<file path="config.mk">
export PLATFORM = sky130hd
export DESIGN_NAME = sma_cell
export DESIGN_NICKNAME = d
export VERILOG_FILES = /design/src/design/sma_pkg.sv /design/src/design/sma_cell.sv
export SDC_FILE = /design/constraint.sdc
export NUM_CORES = 1
export LEC_CHECK = 0
export ABC_AREA = 0
export ABC_CLOCK_PERIOD_IN_PS = 3400
export CAP_MARGIN = 20
export CORE_MARGIN = 2
export CORE_UTILIZATION = 60
export DETAILED_ROUTE_END_ITERATION = 8
export DONT_BUFFER_PORTS = 1
export PLACE_DENSITY_LB_ADDON = 0.12
export SLEW_MARGIN = 30
export SYNTH_ARGS = -nofsm -noshare
export SYNTH_HDL_FRONTEND = slang
export SYNTH_SLANG_ARGS = --single-unit
export TNS_END_PERCENT = 5
</file>
<file path="constraint.sdc">
create_clock -name clk -period 3.4 [get_ports clk]
set_input_delay 0.34 -clock clk [delete_from_list [all_inputs] [get_ports clk]]
set_output_delay 0.34 -clock clk [all_outputs]
set_load 0.005 [all_outputs]
</file>
<file path="src/design/sma_pkg.sv">
// sma_pkg: shared types and constants for the sign-magnitude ALU
// no dependencies; used by every module of the block by scoped names
`default_nettype none

package sma_pkg;

  // port width of the magnitude fields
  localparam int unsigned MAG_PORT_W = 32;

  typedef enum logic [1:0] {
    OP_ADD = 2'd0,
    OP_SUB = 2'd1,
    OP_MUL = 2'd2
  } op_t;

  // control that travels with each beat down the chain
  typedef struct packed {
    logic valid;
    logic sign;
  } ctl_t;

endpackage

`default_nettype wire

</file>
<file path="src/design/sma_cell.sv">
// sma_cell: one step of the shift-and-add chain, handles one multiplier bit
// depends on sma_pkg (ctl_t)
`default_nettype none

module sma_cell #(
  parameter int unsigned MAG_W = 32
) (
  input  wire logic                  clk,
  input  wire logic                  rst,
  input  wire logic                  en,
  input  wire sma_pkg::ctl_t         ctl_in,
  input  wire logic [2*MAG_W-1:0]    acc_in,
  input  wire logic [2*MAG_W-1:0]    mcand_in,
  input  wire logic [MAG_W-1:0]      mplier_in,
  output sma_pkg::ctl_t              ctl,
  output logic [2*MAG_W-1:0]         acc,
  output logic [2*MAG_W-1:0]         mcand,
  output logic [MAG_W-1:0]           mplier
);

  localparam int unsigned ACC_W = 2 * MAG_W;

  logic [ACC_W-1:0] acc_next;

  // add/subtract beats carry a zero multiplier, so they pass unchanged
  assign acc_next = acc_in + (mplier_in[0] ? mcand_in : '0);

  always_ff @(posedge clk) begin
    if (rst) begin
      ctl.valid <= 1'b0;
    end else if (en) begin
      ctl.valid <= ctl_in.valid;
    end
    if (en) begin
      ctl.sign <= ctl_in.sign;
      acc      <= acc_next;
      mcand    <= {mcand_in[ACC_W-2:0], 1'b0};
      mplier   <= {1'b0, mplier_in[MAG_W-1:1]};
    end
  end

endmodule

`default_nettype wire

</file>
==> flow_summary.ini <==
[outcome]
status = finished clean

[global_route]
overflow = 0
grt_usage_pct = 28.9
grt_max_degree = 161
grt_pass1_vias = 6688
grt_pass1_wl_um = 36000
antenna_found_initial = 0

[cells_and_area]
area_growth_pct = 18.2
num_antenna_cells = 0
seq_area_mm2 = 0.00479
layout.nets = 1114
instances_no_fill = 1086
fillers = 1031
drive_gt1_share_pct = 6.90
multi_input_area_mm2 = 0.00411

[clocking]
ctsHtreeMaxLevel = 4
numCtsBuffers = 17
ctsResizeCount = 0
clk_path_buf_depth = 2
ctsHoldBuffers = 96
worstSkewPairLatency_ns = 0.43
cts.clk_slew.worst_paths_ns = 0.07
clock-root-buffer = clkbuf_16
cts_tree = built
post_cts_buffers = 0
cts.sink_count = 160

[logic_synthesis]
yosys-top-cells-count = 159 x edfxtp_1, 73 x a21oi_1, 65 x and2_1
synth_edf_count = 159
synthTopCellsByArea = edfxtp_1 52%, ha_1 8.6%, and2_1 4.4%
syn_avg_cell_area_um2 = 11.5
synth_most_common_cell = edfxtp_1
syn_inst = 798
synth-seq-cells = 160
yosys_warnings = 0
netlist_area_mm2 = 0.00914
synth-seq-area-share_pct = 52.5
synth_flop_cell = edfxtp_1
synth_top_cell_area_share_pct = 52.2
synth_cell_type_count = 64
async_flop_share_pct = 0
yosysTopAreaCell = edfxtp_1

[setup_path]
worstSetupStartpointType = input pin
crit_fanout = 64
crit_path_end_kind = flop
max_stage_delay_ns = 0.41
cp_top_family = compound AO/OA/AOI/OAI gates
crit_chain = and2_1, ha_1, fa_1, a211o_2, a211oi_2, o21ba_4, a21oi_1, o21ai_2, a21boi_1, a211oi_2, o31ai_2, and4_1, nor3_1
cp_common_cell = a211oi_2
path_buf_inv = 0
critPathKind = in2reg
rr_worst_depth = 2
cp_slowest_cell = fa_1
crit_path_start = mplier_in[0]
reg2reg_slack_ns = 2.79
worstReg2RegEnd = ctl[1]$_SDFFE_PP0P_
worstPathArrival_ns = 3.32
worstPathRequired_ns = 3.67
crit_end = acc[58]$_DFFE_PP_
r2r_start = ctl[1]$_SDFFE_PP0P_
cp.depth = 13

[floorplan]
die_w_um = 127
rows = 45
die_area_mm2 = 0.0162
coreArea_mm2 = 0.0150
ios = 327
start_util_pct = 60.8
fp.dieH_um = 127

[hold_path]
worstHoldStart = en
hp-class = in2reg
holdPathStages = 0

[placement]
portBuffers = 0
placedCellCount = 958
gp_congestion = 0.875
dp_hpwl_um = 16600
dp_slack_ns = -0.0746

[detailed_routing]
drc = 0
dr_wl_met2_um = 12200
met1_length_um = 9130
routed.top_layer = met4
wirelength_um = 24100
ant_nets = 0
dr.pass1.iters = 5
num_vias = 6756
wl_met3_um = 2040
vias_per_cell = 6.22
drtIter0Drc = 416
wire_per_inst_um = 22.2

[power_and_ir_drop]
vdd_drop_max_mv = 0.367
finalPower_mw = 5.29
cellPowerDensity_mw_per_mm2 = 490
power_leakage_nw = 4.25

[sta]
hold_viol_final = 0
setup_ws_ns = 0.344
finalCritPeriodShare_pct = 89.9
fin_skew_ns = 0
max_clock_freq_ghz = 0.327
finalCriticalPeriod_ns = 3.06
maxSlewViolCount = 0
rsz0062_at_grt = no
max_slew_margin_pct = 63.8
setup_viol = 0
tightest_slew_ns = 0.538
fin_setup_tns_ns = 0

[job]
maxCapViolations = 0
==> sequential cells by signal (all words and copies together), names as in the netlist <==
signal  flops
ctl         2
acc        64
mplier     31
mcand      63
==> kinds of logic after synthesis <==
logic type | after synthesis | share of synthesized area, %
AND/OR/NAND/NOR | 225 | 13.1
XOR/XNOR | 60 | 5.75
buffers and inverters | 58 | 2.66
adder cells (fa/ha/maj) | 64 | 8.84
flip-flops | 160 | 52.5
other | 1 | 0.0410
multiplexers | 1 | 0.110
AO/OA/AOI/OAI | 229 | 17.1
==> power breakdown <==
part / switching, mW / internal, mW / total, mW
logic: 0.476 / 0.392 / 0.868
clock network: 0.836 / 1.01 / 1.85
registers: 0.131 / 2.44 / 2.58
==> cell usage in the layout, fill, tap and decap left out, types with 6 or more instances in the layout <==
cell type / Yosys / layout
edfxtp_1: 159 / 159
dlygate4sd3_1: 0 / 96
a21oi_1: 73 / 73
and2_1: 65 / 65
ha_1: 63 / 63
nor2_1: 47 / 47
xnor2_1: 42 / 42
nand2_1: 39 / 39
a21o_1: 36 / 36
o21ai_0: 32 / 32
inv_1: 19 / 19
nand4_1: 19 / 19
xor2_1: 18 / 18
clkbuf_16: 0 / 17
nand3_1: 15 / 15
o21bai_1: 12 / 12
a211oi_1: 11 / 11
buf_4: 2 / 10
a31oi_1: 9 / 9
nor3_1: 8 / 8
o21ai_1: 7 / 7
and4_1: 6 / 6
nand2b_1: 6 / 6
o21a_1: 6 / 6
==> cell type report <==
| class | count | share of cell area, % |
|---|---|---|
| well taps | 188 | 2.18 |
| multi-input cells | 581 | 38.0 |
| repair buffers | 106 | 9.59 |
| inverters | 19 | 0.660 |
| clock inverters | 15 | 1.25 |
| clock buffers | 17 | 3.94 |
| flip-flops and latches | 160 | 44.4 |
==> per-layer routing <==
layer,up-vias,global-route usage [%]
li1,3157,-
met1,3179,33.4
met2,366,50.7
met3,54,8.29
met4,0,11.3
met5,-,0
==> worst reg2reg max path, delay by kind of cell, from the launching register on <==
family | cells | cell delay [ns]
DFF | 1 | 0.33
muxes | 1 | 0.13
and+or+nand+nor | 1 | 0.05
==> stage by stage <==
| stage | util [%] | hold slack, ns | area [µm²] |
|---|---|---|---|
| after global placement | 61.8 | 0.414 | 9280 |
| after detailed placement | 61.8 | 0.419 | 9280 |
| after CTS | 71.9 | 0.0171 | 10800 |
| after floorplan | - | 0.412 | 9150 |
| final | 71.9 | 0.0213 | 10800 |
| after global routing | 71.9 | 0.00241 | 10800 |
==> how the worst min path moves through the flow <==
stage,end,slack (ns)
2_1_floorplan,ctl[1]$_SDFFE_PP0P_,0.41
3_5_place_dp,ctl[1]$_SDFFE_PP0P_,0.42
3_3_place_gp,ctl[1]$_SDFFE_PP0P_,0.41
6_report,mcand[38]$_DFFE_PP_,0.02
5_1_grt,mcand[41]$_DFFE_PP_,0.002
4_1_cts,mcand[38]$_DFFE_PP_,0.02
Power figures use the tool's default switching activity.
