**src/design/sma_pkg.sv**
```systemverilog
// sma_pkg: shared types and constants for the sign-magnitude ALU
// no dependencies; used by every module of the block by scoped names
`default_nettype none

package sma_pkg;

  // port width of the magnitude fields
  localparam int unsigned MAG_PORT_W = 32;

  typedef enum logic [1:0] {
    OP_ADD = 2'd0,
    OP_SUB = 2'd1,
    OP_MUL = 2'd2
  } op_t;

  // control that travels with each beat down the chain
  typedef struct packed {
    logic valid;
    logic sign;
  } ctl_t;

endpackage

`default_nettype wire

```
**src/design/sma_back.sv**
```systemverilog
// sma_back: truncation, overflow detect, zero sign fix and output register
// depends on sma_pkg (ctl_t, MAG_PORT_W)
`default_nettype none

module sma_back #(
  parameter int unsigned MAG_W = 32
) (
  input  wire logic                               clk,
  input  wire logic                               rst,
  input  wire logic                               en,
  input  wire sma_pkg::ctl_t                      ctl_in,
  input  wire logic [2*MAG_W-1:0]                 acc_in,
  output logic                                    out_valid,
  output logic                                    res_sign,
  output logic [sma_pkg::MAG_PORT_W-1:0]          res_mag,
  output logic                                    overflow
);

  localparam int unsigned PORT_W = sma_pkg::MAG_PORT_W;

  logic [MAG_W-1:0] mag;
  logic             ovf;

  assign mag = acc_in[MAG_W-1:0];
  assign ovf = |acc_in[2*MAG_W-1:MAG_W];

  always_ff @(posedge clk) begin
    if (rst) begin
      out_valid <= 1'b0;
    end else if (en) begin
      out_valid <= ctl_in.valid;
    end
  end

  always_ff @(posedge clk) begin
    if (en) begin
      // zero is always positive
      res_sign <= ctl_in.sign & (|mag);
      res_mag  <= PORT_W'(mag);
      overflow <= ovf;
    end
  end

endmodule

`default_nettype wire

```
**config.mk**
```make
export PLATFORM = sky130hd
export DESIGN_NAME = sma_back
export DESIGN_NICKNAME = d
export VERILOG_FILES = /design/src/design/sma_pkg.sv /design/src/design/sma_back.sv
export SDC_FILE = /design/constraint.sdc
export NUM_CORES = 1
export LEC_CHECK = 0
export ABC_AREA = 1
export BUFFER_PORTS_ARGS = -buffer_cell sky130_fd_sc_hd__buf_4
export CORE_UTILIZATION = 38
export DETAILED_ROUTE_END_ITERATION = 8
export PLACE_DENSITY_LB_ADDON = 0.05
export SYNTH_ARGS = -nofsm -noshare
export SYNTH_HDL_FRONTEND = slang
export SYNTH_SLANG_ARGS = --single-unit
```
**constraint.sdc**
```tcl
create_clock -name clk -period 1.1 [get_ports clk]
set_clock_uncertainty 0.1 [all_clocks]
set_input_delay 0.055 -clock clk [delete_from_list [all_inputs] [get_ports clk]]
set_output_delay 0.055 -clock clk [all_outputs]
set_load 0.02 [all_outputs]
```
==> key figures, run 1 <==
Drt
  – Final WL: 6970 um
  – 1st-iter DRT viols: 106
  – Number of remaining DRC errors: 0
  – Vias: 1,555
  – DRT Pass-1 Iters: 4
  – Via-to-Cell Ratio: 5.20
  – Routed wire per std cell: 23.3 um
  – ANT nets after route: 0

Global route
  – Grt ovf: 0
  – Vias in the first global route: 1,630
  – Largest net degree at the start of global routing: 36
  – First-pass GRT wire length: 8080 um
  – Number of antenna violations at the first check in global routing: 0
  – Total track usage: 0.340

Worst hold path
  – WHS Endpoint: res_mag[14]$_DFFE_PP_
  – Worst min path class: in2reg
  – Hold_sp: en
  – Cells on Worst Hold Path: 1

Yosys
  – Synthesized netlist cell count: 93
  – Synth unique cells: 7
  – Post-synthesis net count: 162
  – YS warnings: 0
  – Post-synthesis cell area: 0.00127 sq mm
  – Synth Register Bits: 35
  – Mean cell area of the mapped netlist: 13.7 sq um
  – Register area share after synthesis: 0.816

Floorplan
  – Core area: 0.00313 sq mm
  – Area of the die: 0.00359 sq mm
  – Die height: 59.9 um
  – Num ports: 104
  – Initial Util: 0.408
  – Horiz. Die Dim: 59.9 um
  – Row Count: 20

Critical path
  – Reg2reg setup slack: 0.32 ns
  – CP Buf/Inv Count: 1
  – Crit Reg-Reg Endpoint: out_valid$_SDFFE_PP0P_
  – Cells on worst reg2reg path: 2
  – Critical-path top delay cell: dlygate4sd3_1
  – CP Class: in2reg
  – Worst Setup End Kind: flip-flop
  – Req. time, crit path: 1.11 ns
  – CP max FO: 1
  – Critical-path cell list: dlygate4sd3_1 -> nor2_4 -> nand4_1 -> nor2_2 -> nand2_1
  – Delay-heaviest family, CP: buffers and inverters
  – Worst stage delay on the critical path: 0.59 ns
  – R2R Path Start: out_valid$_SDFFE_PP0P_
  – Critical Path Source Type: input pin
  – Arrival @ worst endpoint: 1.17 ns

Power
  – VDD IR-drop max: 1.05 mV
  – Final Power: 3.20 mW
  – LEAKAGE: 1.40 nW
  – Power per cell area: 1100 mW/mm^2

Clocking
  – CTS H-tree lvls: 2
  – Root Driver: clkbuf_4
  – Clk slew on worst S/H paths: 0.12 ns
  – Skew-Pair Late Insertion Delay: 0.35 ns
  – Setup Buffers After CTS: 0
  – TritonCTS Buffers: 5
  – CTS tree: built
  – Clock Sinks: 35
  – CTS Buffer Depth: 2

STA
  – Min Clock Period, post-route: 1.16 ns
  – Final Setup Violations: 6
  – Final Hold Fails: 0
  – Min Hold Slack: 0.0633 ns
  – Final period util: 1.05
  – Worst-margin pin slew: 0.456 ns
  – Slew headroom: 0.696
  – Unrepaired setup endpoints after global routing: yes
  – Max frequency: 0.863 GHz
  – Final max-slew violation count: 0
  – Setup slack after layout: -0.0594 ns

Layout
  – Total inserted antenna cells: 0
  – Layout cells sized above 1: 0.435
  – Most frequent cells in the layout: 73 x buf_4, 42 x dlygate4sd3_1, 34 x edfxtp_1
  – Most common library cell in the layout ignoring fill and taps: buf_4
  – Layout area overhead: 128%
  – Layout filler cell count: 92
  – # nets final: 323
  – Final non-filler cell total: 299

Placed design
  – HPWL Detailed: 2350 um
  – I/O Buffers: 103
  – Final RePlAce weighted congestion: 0.672
  – Dpl cells: 240

Run status
  – Outcome: finished with violations
  – Failing checks: negative setup slack

Flow run
  – Max Cap Viol: 0
[routing by layer]
metal,up-vias,GRT usage,part of all wire
met1,724,0.288,0.28
li1,643,-,-
met2,141,0.652,0.55
met5,-,0,0
met4,0,0.243,0.080
met3,47,0.102,0.087
[worst reg2reg max path, cell delays in order (launching register included)]
cell	delay, ns
dfxtp_1	0.39
mux2i_1	0.09
nor2_1	0.14
[flip-flops by register name, indices dropped and copies added, names as in the netlist]
signal and flops:
res_mag 32, out_valid 1, overflow 1, res_sign 1
[worst max path at each step]
stage / from / end / depth (start not counted)
3_3_place_gp: acc_in[31] / res_sign$_DFFE_PP_ / 7
6_report: acc_in[44] / overflow$_DFFE_PP_ / 5
4_1_cts: acc_in[53] / overflow$_DFFE_PP_ / 6
2_1_floorplan: acc_in[31] / res_sign$_DFFE_PP_ / 6
3_5_place_dp: acc_in[25] / res_sign$_DFFE_PP_ / 7
5_1_grt: acc_in[44] / overflow$_DFFE_PP_ / 5
[cells by family (layout without fill, tap and decap cells)]
kind of cell	count (synthesis)	after routing	share of synthesized area
simple gates	56	56	0.173
mux	1	1	0.00785
buf+inv	1	163	0.00294
flops	35	35	0.816
[cell usage after synthesis]
cell	instances	area, sq um
mux2i_1	1	10.0
nor2_1	41	154
inv_1	1	3.75
dfxtp_1	1	20.0
edfxtp_1	34	1020
nand4_1	4	25.0
nand2_1	11	41.3
[layout make-up]
cell class | count | area (sq um) | share of cell area
Timing Repair Buffer | 154 | 1440 | 0.494
Sequential cell | 35 | 1040 | 0.358
Multi-Input combinational cell | 57 | 318 | 0.109
Tap cell | 44 | 55.1 | 0.0189
Clock buffer | 6 | 41.3 | 0.0142
Clock inverter | 2 | 12.5 | 0.00430
Inverter | 1 | 3.75 | 0.00129
[repair_timing]
item,CTS,global route
endpoints found under the hold margin,35,0
resized for setup,0,65
hold buffers,67,0
setup endpoints to repair,0,14
[metrics by stage]
stage          setup slack [ns]  utilization  TNS [ns]  area [sq um]
2_1_floorplan             0.303            -         0          1270
3_3_place_gp             0.0713        0.672         0          2100
3_5_place_dp             0.0627        0.672         0          2100
4_1_cts                  0.0229        0.904         0          2830
5_1_grt                 -0.0729        0.930    -0.309          2910
6_report                -0.0594        0.930    -0.101          2910
[where the power goes]
part	internal, mW	switching, mW
clock	0.247	0.490
combinational	0.464	0.370
sequential	1.58	0.0491
Note: power is estimated with default switching activity, not from simulation.
==> run 2, diff against run 1 <==
--- a/config.mk
+++ b/config.mk
@@ -6,10 +6,11 @@
 export NUM_CORES = 1
 export LEC_CHECK = 0
 export ABC_AREA = 1
-export BUFFER_PORTS_ARGS = -buffer_cell sky130_fd_sc_hd__buf_4
+export BUFFER_PORTS_ARGS = -buffer_cell sky130_fd_sc_hd__buf_2
 export CORE_UTILIZATION = 38
 export DETAILED_ROUTE_END_ITERATION = 8
 export PLACE_DENSITY_LB_ADDON = 0.05
+export SKIP_LAST_GASP = 1
 export SYNTH_ARGS = -nofsm -noshare
 export SYNTH_HDL_FRONTEND = slang
 export SYNTH_SLANG_ARGS = --single-unit
==> run 2 against run 1 <==
The flow still finishes with violations (negative setup slack); register-to-register slack improved by 0.05 ns; utilization decreased by 11 points; sequential cell count unchanged; sequential power about the same; global-route usage decreased by 7.8 points; clock power decreased by 14%; final cell count decreased by 1.0%; hold slack got worse by 0.040 ns; first-iteration DRC count decreased by 58%; total power decreased by 10%; setup slack improved by 0.035 ns; critical path depth unchanged; largest cell class unchanged.
==> key figures, run 2 (synthesis gave the netlist of run 1 again) <==
Run status
  – Outcome: finished with violations
  – Failing checks: negative setup slack

Layout
  – Layout area overhead: 100%
  – Layout cells sized above 1: 0.410 (-0.0249)
  – Most flops, register: res_mag
  – Most common library cell in the layout ignoring fill and taps: buf_2
  – Layout filler cell count: 208 (+130%)
  – # nets final: 319 (-1.2%)
  – Largest register FFs: 32 (unchanged)
  – Most frequent cells in the layout: 87 x buf_2, 44 x dlygate4sd3_1, 34 x edfxtp_1

Critical path
  – Critical Path Source Type: input pin
  – Req. time, crit path: 1.09 ns (-0.02 ns)
  – R2R Path Start: out_valid$_SDFFE_PP0P_
  – Crit. Startpoint: acc_in[40]
  – Worst Setup End Kind: flip-flop
  – Cells on worst reg2reg path: 2 (unchanged)
  – Worst stage delay on the critical path: 0.58 ns (about the same)
  – Arrival @ worst endpoint: 1.11 ns (-0.06 ns)
  – CP max FO: 1 (unchanged)
  – Critical-path cell list: dlygate4sd3_1 -> nor2_4 -> nand4_1 -> nor2_1 -> nand2_1
  – CP Class: in2reg
  – Critical-path top delay cell: dlygate4sd3_1

Flow run
  – Max Cap Viol: 0 (unchanged)

Floorplan
  – Core area: 0.00313 sq mm (unchanged)
  – Area of the die: 0.00359 sq mm (unchanged)
  – Horiz. Die Dim: 59.9 um (unchanged)
  – Initial Util: 0.408 (unchanged)
  – Num ports: 104 (unchanged)
  – Row Count: 20 (unchanged)
  – Die height: 59.9 um (unchanged)

Drt
  – Via-to-Cell Ratio: 4.59 (-12%)
  – ANT nets after route: 0 (unchanged)
  – Vias: 1,359 (-13%)
  – Routed wire per std cell: 14.3 um (-38%)
  – Final WL: 4250 um (-39%)
  – 1st-iter DRT viols: 45 (-58%)
  – DRT Pass-1 Iters: 4 (unchanged)
  – Number of remaining DRC errors: 0 (unchanged)

Clocking
  – CTS H-tree lvls: 2 (unchanged)
  – Root Driver: clkbuf_4
  – CTS tree: built
  – Setup Buffers After CTS: 0 (unchanged)
  – Clock Sinks: 35 (unchanged)
  – TritonCTS Buffers: 5 (unchanged)
  – CTS Buffer Depth: 2 (unchanged)
  – Clk slew on worst S/H paths: 0.10 ns (-0.02 ns)
  – Skew-Pair Late Insertion Delay: 0.33 ns (-0.02 ns)

STA
  – Min Clock Period, post-route: 1.12 ns (-0.0352 ns)
  – Final max-slew violation count: 0 (unchanged)
  – Slew headroom: 0.902 (+0.206)
  – Min Hold Slack: 0.0237 ns (-0.0396 ns)
  – Final Hold Fails: 0 (unchanged)
  – Final Setup Violations: 1 (-5)
  – Setup slack after layout: -0.0242 ns (+0.0352 ns)
  – Worst-margin pin slew: 0.143 ns (-0.313 ns)
  – Final period util: 1.02 (-0.0320)
  – Max frequency: 0.890 GHz (+3.1%)

Global route
  – Grt ovf: 0 (unchanged)
  – First-pass GRT wire length: 6350 um (-21%)
  – Vias in the first global route: 1,536 (-5.8%)
  – Largest net degree at the start of global routing: 26 (-28%)
  – Number of antenna violations at the first check in global routing: 1 (+1)
  – Total track usage: 0.261 (-0.0782)

Power
  – LEAKAGE: 1.22 nW (-13%)
  – VDD IR-drop max: 0.901 mV (-14%)
  – Power per cell area: 1120 mW/mm^2 (+2.0%)

Placed design
  – I/O Buffers: 103 (unchanged)
  – Final RePlAce weighted congestion: 0.642 (-4.6%)
  – Setup WS pre-CTS: 0.0557 ns (-0.00697 ns)
  – HPWL Detailed: 2170 um (-7.4%)

Worst hold path
  – Hold_sp: acc_in[34]
  – Worst min path class: in2reg
  – Cells on Worst Hold Path: 5 (+4)
## run 2: cell types whose count changed in the layout (fill, tap and decap cells not counted), sizes merged
cell and change:
dlygate4sd3 +2, diode +1, clkinv +1, buf +2, dlymetal6s4s -8, clkinvlp -1
## run 2: metal layers
| layer | up-vias | wire length [um] | GRT usage |
|---|---|---|---|
| li1 | 643 | - | - |
| met3 | 24 | 338 | 0.108 |
| met1 | 616 | 1360 | 0.217 |
| met4 | 0 | 267 | 0.259 |
| met2 | 76 | 2280 | 0.451 |
| met5 | - | 0 | 0 |
## run 2: worst paths after layout
kind,end,slack [ns]
max,overflow$_DFFE_PP_,-0.02
min,overflow$_DFFE_PP_,0.02
max reg2reg,out_valid$_SDFFE_PP0P_,0.37
min reg2reg,out_valid$_SDFFE_PP0P_,0.47
## run 2: repair_timing
action / in CTS / in global routing
gates resized for setup: 0 / 33
hold buffers: 61 / 0
endpoints found under the setup margin: 0 / 1
endpoints found under the hold margin: 35 / 0
## run 2: layout make-up
type | count | area (sq um) | share of cell area
sequential | 35 | 1040 | 0.407
inverter | 1 | 3.75 | 0.00147
clock buffer | 6 | 41.3 | 0.0162
timing repair buffer | 150 | 1120 | 0.437
multi-input combinational | 57 | 288 | 0.113
clock inverter | 2 | 7.51 | 0.00294
antenna | 1 | 2.50 | 0.000979
tap | 44 | 55.1 | 0.0215
## run 2: where the power goes
part,switching (mW),internal [mW],total [mW]
clock network,0.400,0.237,0.637
registers,0.0230,1.57,1.60
logic,0.310,0.320,0.630
## run 2: worst max-delay path: cells and delay by family
family / cells / cell delay [ns]
buffers and inverters: 1 / 0.58
AND/OR/NAND/NOR: 4 / 0.48
## run 2: stage by stage
| step | util | cells | instance area, sq um | total power, mW | setup TNS [ns] |
|---|---|---|---|---|---|
| 2_1_floorplan | - | 93 | 1270 | 1.80 | 0 |
| 5_1_grt | 0.817 | 296 | 2550 | 2.98 | -0.0188 |
| 6_report | 0.817 | 296 | 2550 | 2.86 | -0.0242 |
| 4_1_cts | 0.810 | 311 | 2530 | 2.84 | 0 |
| 3_3_place_gp | 0.599 | 242 | 1870 | 2.05 | 0 |
| 3_5_place_dp | 0.599 | 242 | 1870 | 2.06 | 0 |
